===== config.mk =====
export PLATFORM = sky130hd
export DESIGN_NAME = delta_copy_literal_emitter_unit
export DESIGN_NICKNAME = d
export VERILOG_FILES = /design/src/design/dcle_pkg.sv /design/src/design/delta_copy_literal_emitter_unit.sv /design/src/design/dcle_core.sv /design/src/design/dcle_cmd_fifo.sv
export SDC_FILE = /design/constraint.sdc
export NUM_CORES = 2
export LEC_CHECK = 0
export BUFFER_PORTS_ARGS = -buffer_cell sky130_fd_sc_hd__buf_2
export CORE_MARGIN = 2
export CORE_UTILIZATION = 55
export CTS_BUF_LIST = sky130_fd_sc_hd__clkbuf_4 sky130_fd_sc_hd__clkbuf_8 sky130_fd_sc_hd__clkbuf_16
export CTS_CLUSTER_DIAMETER = 50
export CTS_CLUSTER_SIZE = 25
export DETAILED_ROUTE_END_ITERATION = 6
export PLACE_DENSITY_LB_ADDON = 0.1
export SLEW_MARGIN = 40
export SYNTH_ARGS = -nofsm -noshare
export SYNTH_HDL_FRONTEND = slang
export SYNTH_HIERARCHICAL = 1
export SYNTH_SLANG_ARGS = --single-unit

===== constraint.sdc =====
create_clock -name clk -period 10.45 [get_ports clk]
set_input_delay 0.5225 -clock clk [delete_from_list [all_inputs] [get_ports clk]]
set_output_delay 0.5225 -clock clk [all_outputs]
set_load 0.005 [all_outputs]

===== src/design/dcle_pkg.sv =====
// ----------------------------------------------------------------------------
// Delta command emitter package
// Request and command codes, the push control group and queue sizing.
// ----------------------------------------------------------------------------
package dcle_pkg;

  // Request kinds carried on the input tuser.
  localparam logic [1:0] REQ_MATCH   = 2'd0;
  localparam logic [1:0] REQ_NOMATCH = 2'd1;
  localparam logic [1:0] REQ_END     = 2'd2;

  // Command kinds carried on the output tuser.
  localparam logic KIND_LITERAL = 1'b0;
  localparam logic KIND_COPY    = 1'b1;

  // Depth of the command queue; a power of two.
  localparam int CMD_FIFO_DEPTH = 4;

  // Push control from the command generator to the queue.
  typedef struct packed {
    logic push_a;
    logic push_b;
  } dcle_push_t;

endpackage


===== src/design/delta_copy_literal_emitter_unit.sv =====
// Path: a request waits in the input register until the queue has room, then its commands
// enter the queue. Throughput: one request per cycle while each yields at most one command
// and the output is ready; the single result channel drains the queue one command at a time.
// Reset: synchronous, active low; clears the write position, pending copy, file size
// register and the command queue.
// ----------------------------------------------------------------------------
// Delta copy/literal command emitter
// Turns sorted matched chunk pairs into copy and literal commands, merging
// copies whose old-file ranges are contiguous.
// ----------------------------------------------------------------------------
module delta_copy_literal_emitter_unit #(
  parameter int OFFSET_BITS = 48
) (
  input  logic                                   clk,
  input  logic                                   rst_n,
  // Input channel.
  input  logic                                   in_tvalid,
  output logic                                   in_tready,
  // Fields from bit 0: new_offset, new_length, old_offset, old_length.
  input  logic [((4*OFFSET_BITS+7)/8)*8-1:0]     in_tdata,
  // Fields from bit 0: req_type.
  input  logic [1:0]                             in_tuser,
  // Result channel.
  output logic                                   out_tvalid,
  input  logic                                   out_tready,
  // Fields from bit 0: cmd_offset, cmd_length.
  output logic [((2*OFFSET_BITS+7)/8)*8-1:0]     out_tdata,
  // Fields from bit 0: cmd_kind.
  output logic                                   out_tuser,
  output logic                                   out_tlast,
  // Configuration port.
  input  logic                                   cfg_psel,
  input  logic                                   cfg_penable,
  input  logic                                   cfg_pwrite,
  input  logic [3:0]                             cfg_paddr,
  input  logic [63:0]                            cfg_pwdata,
  output logic [63:0]                            cfg_prdata,
  output logic                                   cfg_pready
);
  import dcle_pkg::*;

  localparam int OUT_TDATA_W = ((2*OFFSET_BITS+7)/8)*8;
  localparam int CMD_W       = 2*OFFSET_BITS + 2;

  logic                   in_valid_r;
  logic [1:0]             req_type_r;
  logic [OFFSET_BITS-1:0] new_offset_r;
  logic [OFFSET_BITS-1:0] new_length_r;
  logic [OFFSET_BITS-1:0] old_offset_r;
  logic [OFFSET_BITS-1:0] old_length_r;
  logic [OFFSET_BITS-1:0] total_size_r;

  logic                   fire;
  logic                   room;
  dcle_push_t             push;
  dcle_push_t             push_gated;
  logic [CMD_W-1:0]       cmd_a;
  logic [CMD_W-1:0]       cmd_b;
  logic [CMD_W-1:0]       cmd_out;
  logic                   cfg_wr;

  // Configuration register; registers sit on 8-byte words.
  assign cfg_pready = 1'b1;
  assign cfg_wr     = cfg_psel && cfg_penable && cfg_pwrite && cfg_pready;
  assign cfg_prdata = (cfg_paddr[3] == 1'b0) ? 64'(total_size_r) : 64'd0;

  always_ff @(posedge clk) begin
    if (!rst_n) begin
      total_size_r <= '0;
    end else if (cfg_wr && (cfg_paddr[3] == 1'b0)) begin
      total_size_r <= cfg_pwdata[OFFSET_BITS-1:0];
    end
  end

  // Input register: a request is processed once the queue has room for two.
  assign fire      = in_valid_r && room;
  assign in_tready = !in_valid_r || fire;

  always_ff @(posedge clk) begin
    if (!rst_n) begin
      in_valid_r <= 1'b0;
    end else if (in_tready) begin
      in_valid_r <= in_tvalid;
    end
  end

  always_ff @(posedge clk) begin
    if (in_tready && in_tvalid) begin
      req_type_r   <= in_tuser;
      new_offset_r <= in_tdata[OFFSET_BITS-1:0];
      new_length_r <= in_tdata[2*OFFSET_BITS-1:OFFSET_BITS];
      old_offset_r <= in_tdata[3*OFFSET_BITS-1:2*OFFSET_BITS];
      old_length_r <= in_tdata[4*OFFSET_BITS-1:3*OFFSET_BITS];
    end
  end

  // Command generation and state.
  dcle_core #(
    .OFFSET_BITS(OFFSET_BITS)
  ) u_core (
    .clk        (clk),
    .rst_n      (rst_n),
    .fire       (fire),
    .req_type   (req_type_r),
    .new_offset (new_offset_r),
    .new_length (new_length_r),
    .old_offset (old_offset_r),
    .old_length (old_length_r),
    .total_size (total_size_r),
    .push       (push),
    .cmd_a      (cmd_a),
    .cmd_b      (cmd_b)
  );

  // Commands enter the queue only for a processed request.
  always_comb begin
    push_gated.push_a = push.push_a && fire;
    push_gated.push_b = push.push_b && fire;
  end

  dcle_cmd_fifo #(
    .DATA_W(CMD_W)
  ) u_fifo (
    .clk        (clk),
    .rst_n      (rst_n),
    .push       (push_gated),
    .din_a      (cmd_a),
    .din_b      (cmd_b),
    .room       (room),
    .dout_valid (out_tvalid),
    .dout_ready (out_tready),
    .dout       (cmd_out)
  );

  // Unpack the head command onto the result channel.
  assign out_tdata = OUT_TDATA_W'(cmd_out[2*OFFSET_BITS-1:0]);
  assign out_tuser = cmd_out[2*OFFSET_BITS];
  assign out_tlast = cmd_out[2*OFFSET_BITS+1];

endmodule


===== src/design/dcle_core.sv =====
// ----------------------------------------------------------------------------
// Delta command generator
// Holds the write position and pending copy, and turns one request into up
// to two commands in a single cycle.
// ----------------------------------------------------------------------------
module dcle_core #(
  parameter int OFFSET_BITS = 48
) (
  input  logic                     clk,
  input  logic                     rst_n,
  input  logic                     fire,
  input  logic [1:0]               req_type,
  input  logic [OFFSET_BITS-1:0]   new_offset,
  input  logic [OFFSET_BITS-1:0]   new_length,
  input  logic [OFFSET_BITS-1:0]   old_offset,
  input  logic [OFFSET_BITS-1:0]   old_length,
  input  logic [OFFSET_BITS-1:0]   total_size,
  output dcle_pkg::dcle_push_t     push,
  // Command word, lowest bit up: offset, length, kind, last.
  output logic [2*OFFSET_BITS+1:0] cmd_a,
  output logic [2*OFFSET_BITS+1:0] cmd_b
);
  import dcle_pkg::*;

  logic [OFFSET_BITS-1:0] wp_r, wp_nxt;
  logic [OFFSET_BITS-1:0] ps_r, ps_nxt;
  logic [OFFSET_BITS-1:0] pl_r, pl_nxt;

  logic                   gap;
  logic                   pl_zero;
  logic                   merge_ok;
  logic [OFFSET_BITS-1:0] lit_end;
  logic [OFFSET_BITS-1:0] lit_len;
  logic                   copy_v;
  logic                   lit_v;

  // Shared arithmetic for all request kinds.
  assign gap      = new_offset > wp_r;
  assign pl_zero  = (pl_r == '0);
  assign merge_ok = pl_zero || (old_offset == ps_r + pl_r);
  assign lit_end  = (req_type == REQ_MATCH) ? new_offset : total_size;
  assign lit_len  = lit_end - wp_r;

  // Candidate commands and next state per request kind.
  always_comb begin
    copy_v = 1'b0;
    lit_v  = 1'b0;
    wp_nxt = wp_r;
    ps_nxt = ps_r;
    pl_nxt = pl_r;
    case (req_type)
      REQ_MATCH: begin
        wp_nxt = (gap ? new_offset : wp_r) + new_length;
        if (gap) begin
          copy_v = !pl_zero;
          lit_v  = 1'b1;
          ps_nxt = old_offset;
          pl_nxt = old_length;
        end else if (merge_ok) begin
          ps_nxt = pl_zero ? old_offset : ps_r;
          pl_nxt = pl_r + old_length;
        end else begin
          copy_v = 1'b1;
          ps_nxt = old_offset;
          pl_nxt = old_length;
        end
      end
      REQ_NOMATCH: begin
        lit_v  = 1'b1;
        wp_nxt = total_size;
      end
      REQ_END: begin
        copy_v = !pl_zero;
        lit_v  = wp_r < total_size;
        wp_nxt = '0;
        ps_nxt = '0;
        pl_nxt = '0;
      end
      default: begin
        copy_v = 1'b0;
      end
    endcase
  end

  // Order the commands: a pending copy always goes before the literal.
  always_comb begin
    push.push_a = copy_v | lit_v;
    push.push_b = copy_v & lit_v;
    if (copy_v) begin
      cmd_a = {!lit_v, KIND_COPY, pl_r, ps_r};
    end else begin
      cmd_a = {1'b1, KIND_LITERAL, lit_len, wp_r};
    end
    cmd_b = {1'b1, KIND_LITERAL, lit_len, wp_r};
  end

  // State registers, updated when a request is processed.
  always_ff @(posedge clk) begin
    if (!rst_n) begin
      wp_r <= '0;
      ps_r <= '0;
      pl_r <= '0;
    end else if (fire) begin
      wp_r <= wp_nxt;
      ps_r <= ps_nxt;
      pl_r <= pl_nxt;
    end
  end

endmodule


===== src/design/dcle_cmd_fifo.sv =====
// ----------------------------------------------------------------------------
// Command queue
// Small register queue that takes up to two commands per cycle and hands
// out one per cycle on the result channel while the receiver is ready.
// ----------------------------------------------------------------------------
module dcle_cmd_fifo #(
  parameter int DATA_W = 98
) (
  input  logic                 clk,
  input  logic                 rst_n,
  input  dcle_pkg::dcle_push_t push,
  input  logic [DATA_W-1:0]    din_a,
  input  logic [DATA_W-1:0]    din_b,
  output logic                 room,
  output logic                 dout_valid,
  input  logic                 dout_ready,
  output logic [DATA_W-1:0]    dout
);
  import dcle_pkg::*;

  localparam int PTR_W = $clog2(CMD_FIFO_DEPTH);
  localparam int CNT_W = $clog2(CMD_FIFO_DEPTH + 1);

  logic [DATA_W-1:0] mem_r [CMD_FIFO_DEPTH];
  logic [PTR_W-1:0]  wr_ptr_r, wr_ptr_nxt;
  logic [PTR_W-1:0]  rd_ptr_r, rd_ptr_nxt;
  logic [CNT_W-1:0]  count_r, count_nxt;
  logic              pop;

  assign pop        = dout_valid && dout_ready;
  assign dout_valid = (count_r != '0);
  assign dout       = mem_r[rd_ptr_r];
  // Room for two more commands, whatever leaves this cycle.
  assign room       = (count_r <= CNT_W'(CMD_FIFO_DEPTH - 2));

  // Pointer and fill count arithmetic.
  always_comb begin
    wr_ptr_nxt = wr_ptr_r + PTR_W'(push.push_a) + PTR_W'(push.push_b);
    rd_ptr_nxt = rd_ptr_r + PTR_W'(pop);
    count_nxt  = count_r + CNT_W'(push.push_a) + CNT_W'(push.push_b) - CNT_W'(pop);
  end

  // Entry storage.
  always_ff @(posedge clk) begin
    if (push.push_a) begin
      mem_r[wr_ptr_r] <= din_a;
    end
    if (push.push_b) begin
      mem_r[wr_ptr_r + PTR_W'(1)] <= din_b;
    end
  end

  // Queue control.
  always_ff @(posedge clk) begin
    if (!rst_n) begin
      wr_ptr_r <= '0;
      rd_ptr_r <= '0;
      count_r  <= '0;
    end else begin
      wr_ptr_r <= wr_ptr_nxt;
      rd_ptr_r <= rd_ptr_nxt;
      count_r  <= count_nxt;
    end
  end

endmodule


==> results.md <==
Status:
- The flow ran to the end, and the final reports show no timing, DRC or antenna violations.

Detailed routing:
- The iteration count of the initial detailed-routing pass is 6.
- Wires add up to 150 mm.
- The residual DRC count is 0.
- The number of design-rule violations left by the first detailed-router iteration is between 3k and 4k.
- The wire length per cell after detailed routing is between 20 and 25 um.
- Dividing the detail-routed via count by the number of cells gives 6.08.
- The detail route stage leaves a number of antenna-violating nets equal to 0.
- The final route contains approximately 37k vias.

Min path:
- The tightest min-delay check is of the input pin to flip-flop type.

Global routing:
- Entering global routing, the biggest net connects 94 pins.
- The initial antenna violation count is 9.
- The via count of the first global-routing pass came to about 36k.
- Global routing finished with a remaining overflow of 0.
- The global routing usage summed across all routing layers is 32.1%.
- The first-pass GRT wire length is around 220 mm.

STA:
- The transition time at the pin with the least slew margin is slightly above 0.9 ns.
- Counting I/O delays and the setup requirement, the final critical path takes ~7.7 ns.
- The worst-case clock skew is between 0.02 and 0.03 ns.
- The final count of hold timing violations is 0.
- The number of max-slew violations in the final report is 0.
- Dividing the final minimum period by the clock period gives around three quarters.
- The setup TNS is 0 ns.
- Setup repair after global routing left no endpoint under its margin.
- In this run the tightest slew margin relative to its limit is 38.5%.
- Setup violations remaining at the end of the flow were counted as 0.
- The highest clock rate is 131 MHz.

Pwr:
- Across the VDD grid, the largest voltage drop is between 0.00015 and 0.0002 V.
- In this run the power density over the cells is about 230 nW/um2.
- In this run the static leakage power is 22.3 nW.

Clock network:
- The number of gates resized after CTS was 0.
- Counting every sink on the clock net gives about 790.
- In this run the number of H-tree levels came out at 3.
- The root buffer cell is sky130_fd_sc_hd__clkbuf_16.
- The buffer levels on the longest clock path is 3.
- Clock-pin slew was measured on the worst setup and hold paths at 0.06 ns.
- The number of clock buffers added by TritonCTS is between 100 and 150.
- The number of setup buffers added after CTS is 0.
- Clock latency on the worst-skew pair, taken at its later pin, is a little under 0.7 ns.
- The post-cts hold buffer count is approximately 170.
- The CTS tree is built.

Logic synthesis:
- Yosys mapped a number of flops with a built-in enable equal to a little under 600.
- After synthesis the netlist holds a flip-flop and latch count of 786.
- The number of warnings reported in the yosys synthesis log is 6.
- By area the synthesized netlist is led by sky130_fd_sc_hd__edfxtp_1 36%, sky130_fd_sc_hd__mux2_2 8.8%, sky130_fd_sc_hd__dfxtp_1 8.2%, sky130_fd_sc_hd__ha_1 7.5%, sky130_fd_sc_hd__mux4_2 4.5%.
- In the synthesized netlist, the number of instances is about 4.4k.
- Summed over all instances, the cell type with the most area after synthesis is sky130_fd_sc_hd__edfxtp_1.
- The sequential share of the synthesized area is approximately 44%.
- The cell with the most instances after synthesis is sky130_fd_sc_hd__edfxtp_1.
- In this run the cell area of the synthesized design comes to roughly 50000 um2.
- Counting distinct cell types in the post-synthesis netlist gives 98.
- The most common flop cell mapped by yosys is sky130_fd_sc_hd__edfxtp_1.
- In this run the biggest area consumer among cell types represents between 30 and 40% of the synthesized area.
- Dividing the synthesized area by the synthesized cell count gives approximately 11 um2.
- After synthesis, the most frequently instantiated cells are 586 x sky130_fd_sc_hd__edfxtp_1, 451 x sky130_fd_sc_hd__nand2_1, 379 x sky130_fd_sc_hd__mux2_2.
- The fraction of registers with async set/reset is 0%.

Job:
- The tool flagged a number of max-cap violations equal to 0.

Cells and area:
- Counting the fill cells in the layout gives around 7.1k.
- The relative area change from synthesis to final layout is 16.6%.
- The layout net count is 5439.
- Registers take roughly 22000 um2.
- The multi-input combinational cells in the finished layout cover a total of about 25000 um2.
- The finished cells cover approximately 57000 um2.
- The ratio of cells with drive above 1 in the final layout is 23.6%.

Placed design:
- The final weighted congestion in routability-driven placement is roughly 1.0.
- The placed wire-length estimate after detailed placement is between 100 and 150 mm.
- Buffers placed on the I/O ports in this run total between 300 and 400.
- The area after detailed placement is slightly above 50000 um2.

Setup path:
- Data arrives at the worst endpoint at approximately 8.2 ns.
- Traced cell by cell, the critical path runs through inv_1 > ha_1 > and4_1 > nand2_1 > nor4_1 > o311ai_0 > a31oi_1 > o21a_2 > buf_4 > o21ai_0 > ha_1 > a21o_1 > a21o_1 > a21o_1 > a21o_1 > a21oi_1 > o21ai_0 > o41ai_2 > o31ai_1 > a311oi_1 > o21ai_0 > xnor2_1 > a21oi_1.
- On the worst path, the slowest cell contributes a delay of between 0.8 and 0.9 ns.
- The critical path's slowest cell is sky130_fd_sc_hd__nor4_1.
- The most numerous cell type found on the critical path is sky130_fd_sc_hd__a21o_1.
- STA classifies the critical path startpoint as a flip-flop.
- STA classifies the critical path endpoint as a flip-flop.
- The worst setup path category is flip-flop to flip-flop.
- For the worst setup path, the data required time is approximately 11 ns.
- The maximum fanout count along the critical path is 72.

Die:
- For this configuration, the core starts out at a cell density of a little under three fifths.
- The number of primary I/O pins is 434.
- The core region is 88100 um2.
- The horizontal die dimension is slightly above 300 um.
- The area of the die is about 91000 um2.
- From bottom edge to top edge, the die measures slightly above 300 um.
- The number of cell rows is between 100 and 150.
kinds of logic (layout without fill, tap and decap cells):
| kind of cell | count (synthesis) | after routing | share of synthesized area [%] |
|---|---|---|---|
| adders and majority gates | 298 | 298 | 7.77 |
| xor gates and xnor gates | 191 | 191 | 3.44 |
| AOI/OAI and AO/OA | 1075 | 1075 | 14.1 |
| other | 4 | 20 | 0.0308 |
| and+or+nand+nor | 980 | 980 | 9.45 |
| muxes | 643 | 643 | 17.1 |
| buffers and inverters | 395 | 969 | 3.81 |
| DFF | 786 | 786 | 44.4 |
where the power goes:
part / total (mW) / internal [mW] / switching [mW] / leakage, nW
clock: 3.60 / 2.10 / 1.49 / 1.73
combinational: 5.19 / 2.32 / 2.87 / 13.5
sequential: 4.24 / 3.94 / 0.296 / 7.11
total: 13.0 / 8.37 / 4.66 / 22.3
cell usage in the layout, fill, tap and decap left out, drive strengths merged, types with 51 or more instances in the layout:
master / count
dlygate4sd3: 174
xnor2: 131
mux2: 442
clkbuf: 122
nand4: 56
xor2: 60
inv: 186
nor2: 161
mux4: 98
a21oi: 246
nor2b: 69
a21o: 109
ha: 291
mux2i: 103
edfxtp: 586
o21ai: 349
nand3: 52
buf: 442
a22o: 51
dfxtp: 200
nand2: 452
critical path, delay by kind of cell, from the launching register on:
family          cells  cell delay (ns)
compound gates     15             3.99
simple gates        3             1.22
buf+inv             2             0.87
fa+ha+maj           2             0.74
flops               1             0.49
xor+xnor            1             0.18
sequential cells by signal (all words and copies together) (netlist names):
| signal | cells |
|---|---|
| new_length_r | 48 |
| u_fifo/count_r | 3 |
| u_fifo/wr_ptr_r | 2 |
| u_fifo/mem_r | 392 |
| new_offset_r | 48 |
| total_size_r | 48 |
| u_fifo/rd_ptr_r | 2 |
| old_length_r | 48 |
| in_valid_r | 1 |
| old_offset_r | 48 |
| req_type_r | 2 |
| u_core/ps_r | 48 |
| u_core/wp_r | 48 |
| u_core/pl_r | 48 |
metrics by stage:
step                      setup WS, ns  std cells  hold WS, ns  total power, mW  utilization [%]
after floorplan                   1.90       4387        0.452             7.87                -
after global placement            2.89       5753        0.494             9.23             58.2
after detailed placement          3.14       5755        0.500             9.31             58.3
after CTS                         3.07       6122      0.00114             13.0             64.3
after global routing              2.49       6127      0.00399             13.6             64.4
final                             2.79       6127       0.0246             13.0             64.4
final cells by class:
type	count	area share (%)
clock inverter	71	1.22
clock buffer	122	4.98
timing repair buffer	616	7.34
sequential	786	38.1
antenna	1	0.00441
inverter	160	1.06
multi-input combinational	3206	44.8
tap	1165	2.57
path summary, 6_finish.rpt:
| check | to | slack (ns) | from | cells after the start |
|---|---|---|---|---|
| setup / recovery | u_core/wp_r[47] | 2.79 | u_core/wp_r[28] | 23 |
| hold reg to reg | u_core/ps_r[14] | 0.51 | u_core/ps_r[14] | 1 |
| setup reg to reg | u_core/wp_r[47] | 2.79 | u_core/wp_r[28] | 23 |
| hold / removal | old_offset_r[44] | 0.02 | in_tdata[140] | 1 |
layer usage:
metal	GRT usage, %	share of wire (%)
met3	5.28	6.6
met4	14.1	4.6
met1	41.3	41
met5	1.01	0.095
met2	53.2	48
No activity file was read; power rests on OpenSTA's default activity.
